## src/hnq_pkg.sv

```systemverilog
// ----------------------------------------------------------------------------
// hnq_pkg
// Shared types, constants and helpers for the heightmap normal query unit.
// ----------------------------------------------------------------------------
package hnq_pkg;

  localparam int MAX_SIDE   = 256;
  localparam int MIN_SIDE   = 4;
  localparam int COORD_W    = $clog2(MAX_SIDE);
  localparam int ADDR_W     = 2 * COORD_W;
  localparam int MEM_DEPTH  = MAX_SIDE * MAX_SIDE;
  localparam int SIZE_W     = 9;
  localparam int POS_W      = 16;
  localparam int HGT_W      = 8;
  localparam int NRM_W      = 16;
  localparam int ACC_W      = 12;   // signed window sums
  localparam int SQ_W       = 21;   // squares and |S|^2
  localparam int QUO_W      = 31;   // mag^2 * 2^30 / q
  localparam int ROOT_W     = 32;
  localparam int LO_W       = 15;   // unit component magnitude, up to 2^14
  localparam int FIFO_DEPTH = 4;
  localparam int FIFO_PTR_W = $clog2(FIFO_DEPTH);
  localparam int FIFO_CNT_W = $clog2(FIFO_DEPTH + 1);
  localparam int WIN_N      = 8;    // window samples that enter the sums
  localparam int WIN_W      = $clog2(WIN_N);

  localparam logic [SIZE_W-1:0] SIZE_RESET = SIZE_W'(MAX_SIDE);
  localparam logic [SQ_W-1:0]   SZ_SQ      = SQ_W'(576);   // (6 faces * 4)^2
  localparam logic [4:0]        DIV_STEPS  = 5'd29;
  localparam logic [4:0]        ROOT_STEPS = 5'd15;

  typedef enum logic {CMD_WRITE = 1'b0, CMD_QUERY = 1'b1} cmd_t;

  typedef struct packed {
    logic                is_query;
    logic                interior;
    logic [ADDR_W-1:0]   addr;
    logic [SIZE_W-1:0]   stride;
    logic [HGT_W-1:0]    sample;
  } fifo_entry_t;

  typedef struct packed {
    logic                  full;
    logic                  empty;
    logic [FIFO_CNT_W-1:0] count;
  } fifo_stat_t;

  typedef enum logic [2:0] {
    BK_IDLE, BK_READ, BK_DRAIN, BK_SQUARE, BK_SUM, BK_NSTART, BK_NWAIT, BK_OUT
  } back_state_t;

  typedef enum logic [1:0] {NRM_IDLE, NRM_DIV, NRM_ROOT} norm_state_t;

  // Window order: (0,0) (1,0) (2,0) (0,1) (2,1) (0,2) (1,2) (2,2) as (dx,dy).
  function automatic logic [1:0] win_dx(input logic [WIN_W-1:0] k);
    logic [1:0] r;
    unique case (k)
      3'd0, 3'd3, 3'd5: r = 2'd0;
      3'd1, 3'd6:       r = 2'd1;
      default:          r = 2'd2;
    endcase
    return r;
  endfunction

  function automatic logic [1:0] win_dy(input logic [WIN_W-1:0] k);
    logic [1:0] r;
    unique case (k)
      3'd0, 3'd1, 3'd2: r = 2'd0;
      3'd3, 3'd4:       r = 2'd1;
      default:          r = 2'd2;
    endcase
    return r;
  endfunction

  // sx = h00 + h01 + h02 - h20 - h21 - h22
  function automatic logic signed [2:0] coef_x(input logic [WIN_W-1:0] k);
    logic signed [2:0] r;
    unique case (k)
      3'd0, 3'd3, 3'd5: r = 3'sd1;
      3'd2, 3'd4, 3'd7: r = -3'sd1;
      default:          r = 3'sd0;
    endcase
    return r;
  endfunction

  // sy = h00 - h01 + 2*h10 - 2*h12 + h21 - h22
  function automatic logic signed [2:0] coef_y(input logic [WIN_W-1:0] k);
    logic signed [2:0] r;
    unique case (k)
      3'd0, 3'd4: r = 3'sd1;
      3'd3, 3'd7: r = -3'sd1;
      3'd1:       r = 3'sd2;
      3'd6:       r = -3'sd2;
      default:    r = 3'sd0;
    endcase
    return r;
  endfunction

endpackage

```

## src/hnq_front.sv

```systemverilog
// ----------------------------------------------------------------------------
// hnq_front
// Input side: checks writes against the map, clamps queries, forms addresses.
// ----------------------------------------------------------------------------
module hnq_front (
  input  logic                        in_tvalid,
  output logic                        in_tready,
  input  logic [39:0]                 in_tdata,   // pos_x, pos_y, sample
  input  logic                        in_tuser,   // cmd
  input  logic [hnq_pkg::SIZE_W-1:0]  map_size,
  input  hnq_pkg::fifo_stat_t         fifo_stat,
  output logic                        push,
  output hnq_pkg::fifo_entry_t        push_data
);

  logic [hnq_pkg::POS_W-1:0]    px, py;
  logic [hnq_pkg::SIZE_W-1:0]   side, side_m1;
  logic [hnq_pkg::COORD_W-1:0]  cx, cy;
  logic                         in_map, is_query, interior;
  logic [hnq_pkg::COORD_W+hnq_pkg::SIZE_W-1:0] row_off;

  assign px       = in_tdata[15:0];
  assign py       = in_tdata[31:16];
  assign is_query = (in_tuser == hnq_pkg::CMD_QUERY);

  always_comb begin
    if (map_size < hnq_pkg::SIZE_W'(hnq_pkg::MIN_SIDE)) begin
      side = hnq_pkg::SIZE_W'(hnq_pkg::MIN_SIDE);
    end else if (map_size > hnq_pkg::SIZE_W'(hnq_pkg::MAX_SIDE)) begin
      side = hnq_pkg::SIZE_W'(hnq_pkg::MAX_SIDE);
    end else begin
      side = map_size;
    end
  end

  assign side_m1 = side - 1'b1;
  assign in_map  = !px[15] && !py[15] &&
                   (px < hnq_pkg::POS_W'(side)) && (py < hnq_pkg::POS_W'(side));

  always_comb begin
    if (!is_query) begin
      cx = px[hnq_pkg::COORD_W-1:0];
    end else if (px[15]) begin
      cx = '0;
    end else if (px > hnq_pkg::POS_W'(side_m1)) begin
      cx = side_m1[hnq_pkg::COORD_W-1:0];
    end else begin
      cx = px[hnq_pkg::COORD_W-1:0];
    end
    if (!is_query) begin
      cy = py[hnq_pkg::COORD_W-1:0];
    end else if (py[15]) begin
      cy = '0;
    end else if (py > hnq_pkg::POS_W'(side_m1)) begin
      cy = side_m1[hnq_pkg::COORD_W-1:0];
    end else begin
      cy = py[hnq_pkg::COORD_W-1:0];
    end
  end

  assign interior = (cx != '0) && (cy != '0) &&
                    (hnq_pkg::SIZE_W'(cx) + 2'd2 < side) &&
                    (hnq_pkg::SIZE_W'(cy) + 2'd2 < side);

  assign row_off = cy * side;

  assign in_tready          = !fifo_stat.full;
  assign push               = in_tvalid && in_tready && (is_query || in_map);
  assign push_data.is_query = is_query;
  assign push_data.interior = interior;
  assign push_data.addr     = hnq_pkg::ADDR_W'(row_off) + hnq_pkg::ADDR_W'(cx);
  assign push_data.stride   = side;
  assign push_data.sample   = in_tdata[39:32];

endmodule

```

## config.mk

```make
export PLATFORM = sky130hd
export DESIGN_NAME = hnq_front
export DESIGN_NICKNAME = d
export VERILOG_FILES = /design/src/hnq_pkg.sv /design/src/hnq_front.sv
export SDC_FILE = /design/constraint.sdc
export NUM_CORES = 1
export LEC_CHECK = 0
export BUFFER_PORTS_ARGS = -buffer_cell sky130_fd_sc_hd__buf_2
export CORE_ASPECT_RATIO = 0.9
export CORE_UTILIZATION = 59
export DETAILED_ROUTE_END_ITERATION = 8
export PLACE_DENSITY = 0.94
export RECOVER_POWER = 100
export SLEW_MARGIN = 20
export SYNTH_ARGS = -nofsm -noshare
export SYNTH_HDL_FRONTEND = slang
export SYNTH_SLANG_ARGS = --single-unit
export TNS_END_PERCENT = 10
```

## constraint.sdc

```tcl
create_clock -name vclk -period 15.9
set_input_delay 3.975 -clock vclk [all_inputs]
set_output_delay 3.975 -clock vclk [all_outputs]
set_load 0.1 [all_outputs]
```

Word level (Yosys, flattened, before mapping)
Index checks and enable logic that the tools add are counted.
{"block": "word_totals", "ff_bits": 0, "latchBits": 0, "wordCells": 35, "rom_bits": 0, "mem_count": 0, "out_inout_bits": 37, "mem_bits_rw": 0}
{"block": "op_classes", "n_reduce_logical": 14, "n_mux": 8, "multipliers": 1, "div_mod_pow": 0, "shifts": 0, "n_bitwise": 0, "n_lt_le_gt_ge": 8, "n_addsub": 4, "eq_ne": 0}
{"operator": "8-bit two-way mux", "count": 6}
{"operator": "16-bit by 9-bit > comparator with 1-bit output", "count": 2}
{"operator": "16-bit by 9-bit < comparator with 1-bit output", "count": 2}
{"operator": "8-bit by 2-bit adder with 9-bit output, second input constant", "count": 2}
{"operator": "9-bit < comparator", "count": 2}
{"operator": "9-bit two-way mux", "count": 2}
{"operator": "16-bit by 8-bit adder with 16-bit output", "count": 1}
{"operator": "8-bit by 9-bit multiplier with 16-bit output", "count": 1}
{"operator": "8-bit nonzero test", "count": 2}
{"operator": "9-bit > comparator, second input constant", "count": 1}
{"operator": "9-bit by 3-bit < comparator with 1-bit output, second input constant", "count": 1}
{"operator": "9-bit by 1-bit subtractor with 9-bit output, second input constant", "count": 1}
{"operator": "1-bit logical AND", "count": 8}
{"operator": "1-bit logical NOT", "count": 3}
{"operator": "1-bit logical OR", "count": 1}

Logic depth before layout (Yosys ltp)
{"block": "logic_depth", "word_depth": 12, "ltp_mapped": 39}

Worst setup path before layout
No wires, ideal clock.
{"block": "synth_path", "path_type": "input port to output port", "start": "in map_size[8] (netlist name)", "end": "out push_data[32] (netlist name)", "path_buffers": 3, "arrival_ns": 12.673, "required_time_ns": 11.925, "slack_ns": -0.748, "path_stages": 31, "cell_sequence": "clkbuf_1 > inv_1 > nand2_1 > inv_1 > a2bb2o_1 > ha_1 > nand2_1 > or3_1 > or4b_4 > o211ai_4 > buf_4 > a21oi_1 > clkbuf_1 > nand2b_1 > fa_1 > fa_1 > inv_1 > fa_1 > inv_1 > fa_1 > inv_1 > ha_1 > a21boi_0 > o21ai_0 > a21boi_0 > o21ai_0 > a21oi_1 > o21ai_0 > nand2b_1 > a21oi_1 > xnor2_1"}
{"element": "start, declared", "line": "hnq_front.sv:10", "text": "input logic [hnq_pkg::SIZE_W-1:0] map_size,"}
{"element": "end, declared", "line": "hnq_front.sv:13", "text": "output hnq_pkg::fifo_entry_t push_data"}

==> results.py <==
metrics = {
    "grt": {
        "grt_pass1_vias": 4527,
        "grt_pass1_wl_mm": 21.0,
        "antenna_found_initial": 0,
        "grt_max_degree": 14,
        "track_usage": 0.322,
        "overflow": 0,
    },
    "logic_synthesis": {
        "yosysSeqAreaShare": 0,
        "synth.distinct_cells": 68,
        "synth_nets": 794,
        "syn_avg_cell_area_um2": 7.81,
        "synth_warnings": 0,
        "syn_inst": 603,
        "synth_area_mm2": 0.00471,
    },
    "detailed_routing": {
        "drt_iter0_drc": 279,
        "vias": 4524,
        "drc": 0,
        "antenna_left": 0,
        "post_drt_wl_per_cell_um": 16.3,
        "viasPerCell": 5.83,
        "wl_mm": 12.6,
        "dr.pass1.iters": 5,
    },
    "floorplan": {
        "fp.dieW_um": 96.2,
        "die_h_um": 86.8,
        "coreArea_mm2": 0.00762,
        "io_pins": 93,
        "fp.dieArea_mm2": 0.00835,
        "initial_utilization": 0.618,
        "row_count": 30,
    },
    "cells_and_area": {
        "finalNonFillerCells": 776,
        "seq_cells": 0,
        "nNetsFinal": 873,
        "final_cell_mix": "100 x inv_1, 85 x ha_1, 71 x nor2_1",
        "final_area_mm2": 0.00532,
        "drive_gt1_frac": 0.168,
        "nClkBuffers": 0,
        "final_common_cell": "inv_1",
        "areaGrowthSynthToFinish_pct": 12.8,
        "final-seq-area_um2": 0,
        "insertedDiodeCount": 0,
    },
    "setup_path": {
        "worst_path_max_delay_cell": "fa_1",
        "crit_buf_inv": 4,
        "critPathArrivalTime_ps": 11520,
        "endpoint_kind": "output port",
        "critical_path.top_delay_family": "adder cells",
        "path_max_fanout": 8,
        "worstPathRequired_ps": 11930,
        "path_class": "primary input to output port",
        "max_stage_delay_ps": 560,
        "crit_top_cell": "fa_1",
        "worst_setup_path_start_kind": "primary input",
    },
    "placed_design": {
        "place_congestion": 0.942,
        "hpwl_mm": 10.5,
        "pre_cts_slack_ps": 142,
        "numPortBuffers": 73,
        "place_area_mm2": 0.00534,
        "dp.cells": 774,
    },
    "power": {
        "p_leak_uw": 0.00274,
        "switchingPower_uw": 337,
        "p_int_uw": 123,
        "ir_drop_mv": 0.104,
        "clockPowerShare": 0,
        "power_density_mw_per_mm2": 86.7,
        "p_sw_frac": 0.732,
        "power_frac_comb": 1.000,
        "power.total_uw": 461,
        "p_seq_frac": 0,
    },
    "sta": {
        "slew_viol_final": 0,
        "setup_viol": 0,
        "fin_crit_sh": 0.974,
        "min_period_ps": 15490,
        "clock.fmax_mhz": 64.6,
        "rsz0062_at_grt": "false",
        "worst-slew-pin-transition_ps": 1170,
        "fin_ws_ps": 409,
        "hold_viol": 0,
        "fin_tns_setup_ps": 0,
        "max_slew_margin": 0.220,
    },
    "worst_hold_path": {
        "hold_class": "primary input to output port",
    },
    "run": {
        "maxCapViolations": 0,
    },
    "outcome": {
        "status": "finished, final reports clean",
    },
}
## cell type report
class / count / area [um2]
multi-input cells: 475 / 4210
fillers: 650 / 2300
inverters: 102 / 383
repair buffers: 103 / 602
well taps: 96 / 120
## logic make-up after synthesis
| kind of cell | Yosys count | synth area share |
|---|---|---|
| multiplexers | 3 | 0.00664 |
| AND/OR/NAND/NOR | 203 | 0.214 |
| buffers and inverters | 128 | 0.115 |
| adder cells (fa/ha/maj) | 135 | 0.437 |
| XOR/XNOR | 30 | 0.0558 |
| AO/OA/AOI/OAI | 104 | 0.172 |
## power groups by stage
stage	clock, uW	combinational [uW]	sequential, uW
after floorplan	0	374	0
after global placement	0	457	0
after detailed placement	0	468	0
after CTS	0	470	0
after global routing	0	498	0
final	0	461	0
## repair_timing
action                                  CTS  global route
endpoints found under the setup margin    0             5
buffers inserted                          0             2
resized for setup                         0            10
hold buffers                              0             0
## cells in the mapped netlist, types with 3 or more instances
master    instances  area, um2
inv_1           100        375
ha_1             86       1080
nor2_1           71        267
fa_1             49        981
nand2_1          42        158
xnor2_1          25        219
a21oi_1          21        105
nor3_1           18       90.1
o21ai_0          18       90.1
nand2b_1         17        106
nor2b_1          15       93.8
buf_4            13       97.6
o21a_1           10       75.1
clkbuf_1          8       30.0
a21o_1            7       52.6
a31oi_1           5       31.3
nand4_1           5       31.3
nor4_1            5       31.3
xor2_1            5       43.8
and2_1            4       25.0
buf_2             4       20.0
nor3b_1           4       30.0
o211ai_1          4       30.0
a21boi_0          3       22.5
a221o_1           3       30.0
or2_2             3       18.8
## stage by stage
stage | utilization | hold WS (ps)
6_report | 0.698 | 7950
4_1_cts | 0.701 | 7950
2_1_floorplan | - | 8160
3_3_place_gp | 0.701 | 7950
5_1_grt | 0.698 | 7950
3_5_place_dp | 0.701 | 7950
## path summary, 6_finish.rpt
check	start	end	slack [ps]	cells past startpoint
worst max-delay path	map_size[5]	push_data[32]	410	32
worst min-delay path	in_tdata[39]	push_data[7]	7950	0
## metal layers
layer  global-route usage  up-vias  share of wire
met5                    0        -              0
met4               0.0461        0         0.0075
met3               0.0447       14          0.079
met2                0.535      177           0.46
met1                0.452     2170           0.46
li1                     -     2163              -
(Power assumes the default switching activity.)
