<file path="src/hnq_pkg.sv">
// ----------------------------------------------------------------------------
// hnq_pkg
// Shared types, constants and helpers for the heightmap normal query unit.
// ----------------------------------------------------------------------------
package hnq_pkg;

  localparam int MAX_SIDE   = 256;
  localparam int MIN_SIDE   = 4;
  localparam int COORD_W    = $clog2(MAX_SIDE);
  localparam int ADDR_W     = 2 * COORD_W;
  localparam int MEM_DEPTH  = MAX_SIDE * MAX_SIDE;
  localparam int SIZE_W     = 9;
  localparam int POS_W      = 16;
  localparam int HGT_W      = 8;
  localparam int NRM_W      = 16;
  localparam int ACC_W      = 12;   // signed window sums
  localparam int SQ_W       = 21;   // squares and |S|^2
  localparam int QUO_W      = 31;   // mag^2 * 2^30 / q
  localparam int ROOT_W     = 32;
  localparam int LO_W       = 15;   // unit component magnitude, up to 2^14
  localparam int FIFO_DEPTH = 4;
  localparam int FIFO_PTR_W = $clog2(FIFO_DEPTH);
  localparam int FIFO_CNT_W = $clog2(FIFO_DEPTH + 1);
  localparam int WIN_N      = 8;    // window samples that enter the sums
  localparam int WIN_W      = $clog2(WIN_N);

  localparam logic [SIZE_W-1:0] SIZE_RESET = SIZE_W'(MAX_SIDE);
  localparam logic [SQ_W-1:0]   SZ_SQ      = SQ_W'(576);   // (6 faces * 4)^2
  localparam logic [4:0]        DIV_STEPS  = 5'd29;
  localparam logic [4:0]        ROOT_STEPS = 5'd15;

  typedef enum logic {CMD_WRITE = 1'b0, CMD_QUERY = 1'b1} cmd_t;

  typedef struct packed {
    logic                is_query;
    logic                interior;
    logic [ADDR_W-1:0]   addr;
    logic [SIZE_W-1:0]   stride;
    logic [HGT_W-1:0]    sample;
  } fifo_entry_t;

  typedef struct packed {
    logic                  full;
    logic                  empty;
    logic [FIFO_CNT_W-1:0] count;
  } fifo_stat_t;

  typedef enum logic [2:0] {
    BK_IDLE, BK_READ, BK_DRAIN, BK_SQUARE, BK_SUM, BK_NSTART, BK_NWAIT, BK_OUT
  } back_state_t;

  typedef enum logic [1:0] {NRM_IDLE, NRM_DIV, NRM_ROOT} norm_state_t;

  // Window order: (0,0) (1,0) (2,0) (0,1) (2,1) (0,2) (1,2) (2,2) as (dx,dy).
  function automatic logic [1:0] win_dx(input logic [WIN_W-1:0] k);
    logic [1:0] r;
    unique case (k)
      3'd0, 3'd3, 3'd5: r = 2'd0;
      3'd1, 3'd6:       r = 2'd1;
      default:          r = 2'd2;
    endcase
    return r;
  endfunction

  function automatic logic [1:0] win_dy(input logic [WIN_W-1:0] k);
    logic [1:0] r;
    unique case (k)
      3'd0, 3'd1, 3'd2: r = 2'd0;
      3'd3, 3'd4:       r = 2'd1;
      default:          r = 2'd2;
    endcase
    return r;
  endfunction

  // sx = h00 + h01 + h02 - h20 - h21 - h22
  function automatic logic signed [2:0] coef_x(input logic [WIN_W-1:0] k);
    logic signed [2:0] r;
    unique case (k)
      3'd0, 3'd3, 3'd5: r = 3'sd1;
      3'd2, 3'd4, 3'd7: r = -3'sd1;
      default:          r = 3'sd0;
    endcase
    return r;
  endfunction

  // sy = h00 - h01 + 2*h10 - 2*h12 + h21 - h22
  function automatic logic signed [2:0] coef_y(input logic [WIN_W-1:0] k);
    logic signed [2:0] r;
    unique case (k)
      3'd0, 3'd4: r = 3'sd1;
      3'd3, 3'd7: r = -3'sd1;
      3'd1:       r = 3'sd2;
      3'd6:       r = -3'sd2;
      default:    r = 3'sd0;
    endcase
    return r;
  endfunction

endpackage

</file>
<file path="src/hnq_fifo.sv">
// ----------------------------------------------------------------------------
// hnq_fifo
// Short command queue between the front and back sides.
// ----------------------------------------------------------------------------
module hnq_fifo (
  input  logic                  clk,
  input  logic                  rst_n,
  input  logic                  push,
  input  hnq_pkg::fifo_entry_t  push_data,
  input  logic                  pop,
  output hnq_pkg::fifo_entry_t  head,
  output hnq_pkg::fifo_stat_t   stat
);

  hnq_pkg::fifo_entry_t              entry_r [hnq_pkg::FIFO_DEPTH];
  logic [hnq_pkg::FIFO_PTR_W-1:0]    wr_ptr_r, rd_ptr_r;
  logic [hnq_pkg::FIFO_CNT_W-1:0]    cnt_r;

  always_ff @(posedge clk) begin
    if (!rst_n) begin
      wr_ptr_r <= '0;
      rd_ptr_r <= '0;
      cnt_r    <= '0;
    end else begin
      if (push) begin
        wr_ptr_r <= wr_ptr_r + 1'b1;
      end
      if (pop) begin
        rd_ptr_r <= rd_ptr_r + 1'b1;
      end
      if (push && !pop) begin
        cnt_r <= cnt_r + 1'b1;
      end else if (pop && !push) begin
        cnt_r <= cnt_r - 1'b1;
      end
    end
  end

  always_ff @(posedge clk) begin
    if (push) begin
      entry_r[wr_ptr_r] <= push_data;
    end
  end

  assign head       = entry_r[rd_ptr_r];
  assign stat.count = cnt_r;
  assign stat.empty = (cnt_r == '0);
  assign stat.full  = (cnt_r == hnq_pkg::FIFO_CNT_W'(hnq_pkg::FIFO_DEPTH));

endmodule

</file>
<file path="config.mk">
export PLATFORM = sky130hd
export DESIGN_NAME = hnq_fifo
export DESIGN_NICKNAME = d
export VERILOG_FILES = /design/src/hnq_pkg.sv /design/src/hnq_fifo.sv
export SDC_FILE = /design/constraint.sdc
export NUM_CORES = 1
export LEC_CHECK = 0
export BUFFER_PORTS_ARGS = -buffer_cell sky130_fd_sc_hd__buf_2
export CORE_UTILIZATION = 50
export CTS_CLUSTER_DIAMETER = 60
export DETAILED_ROUTE_END_ITERATION = 6
export PLACE_DENSITY_LB_ADDON = 0.12
export SETUP_SLACK_MARGIN = 0.02
export SYNTH_ARGS = -nofsm -noshare
export SYNTH_HDL_FRONTEND = slang
export SYNTH_SLANG_ARGS = --single-unit
</file>
<file path="constraint.sdc">
create_clock -name clk -period 2.94 [get_ports clk]
set_input_delay 0.294 -clock clk [delete_from_list [all_inputs] [get_ports clk]]
set_output_delay 0.294 -clock clk [all_outputs]
set_load 0.1 [all_outputs]
</file>
Yosys cells after proc, flatten, opt, wreduce, memory -nomap -nowiden:

Memory sizes are Yosys's and may differ from the RTL's. A register that Yosys moved wholly into a read port is not among the register bits.
Cells that the tools add are included.

* add/sub/neg operators: 4
* multiply operators: 0
* div/mod/pow operators: 0
* $lt $le $gt $ge: 0
* eq/ne operators: 1
* shift-type cells: 0
* mux-type cells: 6
* bitwise logic cells: 0
* reduce and logical (&&, ||, !) cells: 6

Operators with widths (number)
* 3-bit two-way mux: 2
* 2-bit by 1-bit adder with 2-bit output (second input constant): 2
* 2-bit two-way mux: 2
* 3-bit by 1-bit adder with 3-bit output (second input constant): 1
* 3-bit equality test (second input constant): 1
* 3-bit logical NOT: 1
* 3-bit by 1-bit subtractor with 3-bit output (second input constant): 1
* 1-bit logical AND: 2
* 1-bit logical NOT: 2
* 1-bit two-way mux: 2
* 2-bit nonzero test: 1

* bits in registers: 7
* bits in latches: 0
* RAM bits: 140
* ROM bits: 0
* bits of input ports: 39
* output and inout port bits: 40
* memories: 1

Memory list
* entry_r: words 4, width 35, read ports 1, clocked after memory_dff 1, wr ports 1, line hnq_fifo.sv:15 `hnq_pkg::fifo_entry_t entry_r [hnq_pkg::FIFO_DEPTH];`

Logic depth before layout (Yosys ltp):

* depth in word-level cells: 4
* mapped depth: 7
* mapped depth without buffers: 7

Worst setup path after synthesis:

Ideal clock, no wire load.

* path kind: flip-flop to output port
* start: reg cnt_r[2] (netlist bit)
* end: out stat[4] (netlist bit)
* arrival: 3.275 ns
* setup slack: -0.629 ns
* stages on the path, launching flop included: 2
* cell sequence: dfxtp_1 nor3b_1

RTL lines
* from (decl): line hnq_fifo.sv:17 `logic [hnq_pkg::FIFO_CNT_W-1:0] cnt_r;`
* from (signal assigned): line hnq_fifo.sv:32 `cnt_r <= cnt_r + 1'b1;`
* from (signal assigned): line hnq_fifo.sv:34 `cnt_r <= cnt_r - 1'b1;`
* to (decl): line hnq_fifo.sv:12 `output hnq_pkg::fifo_stat_t stat`

==> summary.md <==
Root cell of the clock tree: sky130_fd_sc_hd__clkbuf_8. The floorplan has 38 rows. Detailed placement finished with a half-perimeter wire length of 5.46 mm. The x dimension of the die came out at 107 µm. The critical path goes through buf_4 -> mux4_2 -> buf_2. After clock tree synthesis, the repair step resized 0 gates. The via count of the first global-routing pass was 2780; the insertion delay to the later sink of the worst-skew pair was 510 ps. When the netlist entered floorplanning its net count stood at 271.

Once layout is complete, the cells apart from fillers number 511. For this run, the number of Yosys warnings is 0. Power density over the cells: 795 nW/µm². For this design the static power due to leakage is 0.00247 µW. In this run the worst path has a maximum fanout of 26. The routed layout has 2622 vias. Summed over all layers, the routed wires come to 9.28 mm. TritonCTS built the clock tree.

For this block, the initial DRC count from the detailed router was 161. The number of nets in the layout was 403. The clock edge transition at the registers on the reported setup and hold paths works out to 60 ps.

Proportion of power drawn by flip-flops and latches: 0.445. Across the VDD grid, the largest voltage drop is 446 µV. The tools report the antenna diode instance count as 0. The starting density of the core is 0.512.

The first detailed-routing pass ran for 4 iterations. Clock skew on the completed layout was measured at 5.36 ps. For the headroom to the max-slew limit, the log shows 0.550. Setup repair after global routing left no endpoint under its margin. The average wire length per cell after detail routing is 18.2 µm. The run finished with clean final reports. The die covers 11500 µm². In this run the standard cell core region covers 10800 µm². For the share of total power in the clock network, the log shows 0.359.

For this run the aggregate overflow at the end of global routing stands at 0. The fraction of the yosys area taken by sequential cells was 0.790; the largest net degree at the start of global routing was 36. Post-CTS timing repair inserted 0 buffers for setup.

The level count of the clock H-tree was 4; the maximum single-stage delay on the critical path was 760 ps. The first global-routing pass estimated 14.5 mm of wire. Counting the buffers created by CTS gives 17.

The startpoint kind of the worst setup timing path was a flip-flop. Weighted congestion at the end of routability-driven global placement: 0.639. For the final routed database, the setup TNS stands at 0 ps.

The switching fraction of total power works out to 0.303. Counting tap cells, the placed design contains a total of 444 instances. The multi-input logic area was 1070 µm².

Data on the critical path is required at its endpoint by 2650 ps. The area growth from synthesis to layout was 26.5%; the internal power of the cells was 3890 µW. For the pin with the worst max-slew slack, the measured transition is 676 ps. The logs give 0.179 for the global-route usage over all layers and 0 for the number of maximum-capacitance violations. After clock tree synthesis, the flow added hold-fix buffers numbering 35. The longest clock path from root to sink contains 2 buffers. The count of buffers added on input and output ports is 78.

In the routed design, unresolved DRC markers number 0. The run gives 0 as the final setup violation count. The worst setup path is captured at an output port. The power spent charging and discharging nets is 1690 µW. Post-synthesis cell area: 5550 µm².

The worst path arrival time is 2210 ps, and the number of hold violations in the final report is 0. The number of buffers and inverters on the critical path is 2. Chip height: 107 µm. The residual antenna-violating net count after detailed routing is 0, and the post-route fraction of the period consumed by the critical path is 0.853. The critical path is of the reg2out type.

The filler cells instantiated in the layout total 751. The worst path in the final design needs a cycle of 2510 ps, including I/O delays and setup. The class of the worst hold path was in2reg. The combinational share of power came out at 0.196. The tools report the unique cell type count in the Yosys netlist as 22.

Kind of cell adding the most delay to the critical path: flip-flops. The number of max-slew violations in the final report was 0. The fraction of final layout cells sized beyond drive strength 1 works out to 0.412. The instance count of the mapped netlist was 226; the highest attainable clock frequency was 399 MHz. In the routed layout, each cell is associated on average with a via count of 5.13. In the final layout, flip-flops and latches occupy 4390 µm².

The slowest stage of the critical path is the sky130_fd_sc_hd__dfxtp_2 cell. The total I/O pin count is 79, and the total number of clock tree sinks is 149. Dividing the synthesized area by the synthesized cell count gives 24.5 µm². For the initial antenna violation count, the log shows 0.

The flip-flop and latch count after synthesis is 149.
## routing by layer
| layer | global-route usage | wire (µm) | vias to the layer above |
|---|---|---|---|
| li1 | - | - | 1211 |
| met1 | 0.240 | 4240 | 1333 |
| met2 | 0.271 | 4510 | 71 |
| met3 | 0.0551 | 428 | 7 |
| met4 | 0.0793 | 97 | 0 |
| met5 | 0 | 0 | - |
## flip-flops by register name, indices dropped and copies added (netlist names), named ones only
| name | flops |
|---|---|
| entry_r | 140 |
| cnt_r | 3 |
| rd_ptr_r | 2 |
| wr_ptr_r | 2 |
## cell usage after synthesis (all sizes together)
| master | number | area [µm²] |
|---|---|---|
| fa | 1 | 20.0 |
| xnor2 | 2 | 17.5 |
| nor3b | 1 | 7.51 |
| dfxtp | 9 | 180 |
| edfxtp | 140 | 4200 |
| inv | 4 | 15.0 |
| mux4 | 35 | 807 |
| nand2 | 1 | 3.75 |
| or3 | 1 | 6.26 |
| ha | 5 | 62.6 |
| clkbuf | 1 | 5.00 |
| xor2 | 3 | 26.3 |
| o21ai | 1 | 5.00 |
| mux2i | 2 | 20.0 |
| a21boi | 1 | 7.51 |
| nor2b | 2 | 12.5 |
| nor3 | 1 | 5.00 |
| buf | 7 | 86.3 |
| and2 | 9 | 56.3 |
## cell usage in the layout (no fill, tap or decap), types with 4 or more instances in the layout
master and count:
sky130_fd_sc_hd__clkbuf_16 16, sky130_fd_sc_hd__mux4_2 30, sky130_fd_sc_hd__edfxtp_1 140, sky130_fd_sc_hd__and2_1 5, sky130_fd_sc_hd__buf_2 78, sky130_fd_sc_hd__buf_4 7, sky130_fd_sc_hd__clkinvlp_4 4, sky130_fd_sc_hd__mux4_1 5
sky130_fd_sc_hd__ha_1 5, sky130_fd_sc_hd__dfxtp_1 7, sky130_fd_sc_hd__inv_1 4, sky130_fd_sc_hd__dlygate4sd3_1 35, sky130_fd_sc_hd__and2_2 4
## logic make-up after synthesis
| logic type | Yosys count | synth area share |
|---|---|---|
| AO/OA/AOI/OAI | 2 | 0.00225 |
| flip-flops | 149 | 0.790 |
| AND/OR/NAND/NOR | 15 | 0.0165 |
| buffers and inverters | 12 | 0.0192 |
| XOR/XNOR | 5 | 0.00789 |
| adder cells (fa/ha/maj) | 6 | 0.0149 |
| multiplexers | 37 | 0.149 |
## worst paths after layout
kind	depth (start not counted)	endpoint	start	slack, ps
hold / removal	2	rd_ptr_r[0]	rst_n	100
setup / recovery	3	head[12]	flip-flop	430
hold reg to reg	2	cnt_r[2]	cnt_r[2]	550
setup reg to reg	4	entry_r[0][13]	wr_ptr_r[0]	1170
## layout make-up
class                      instances  share of cell area
sequential                       149               0.625
multi-input combinational         65               0.153
timing repair buffer             121               0.116
clock buffer                      19              0.0601
tap                              140              0.0250
clock inverter                    13              0.0193
inverter                           4             0.00214
## through the flow
step / total power, µW / cell area [µm²] / hold slack [ps] / setup slack [ps] / util
5_1_grt: 5760 / 7020 / 70.2 / 295 / 0.648
6_report: 5580 / 7020 / 98.1 / 431 / 0.648
3_5_place_dp: 3600 / 6110 / 513 / 913 / 0.564
3_3_place_gp: 3590 / 6110 / 506 / 919 / 0.564
4_1_cts: 5640 / 7020 / 66.2 / 343 / 0.648
2_1_floorplan: 3420 / 5560 / 393 / 308 / -
## power by group through the flow
stage | Clock, µW | Sequential [µW] | Combinational (µW)
global route | 2130 | 2500 | 1140
CTS | 2040 | 2490 | 1100
detailed placement | 0 | 2530 | 1070
floorplan | 0 | 2560 | 864
finish | 2000 | 2490 | 1090
global placement | 0 | 2530 | 1060
(Power assumes the default switching activity.)
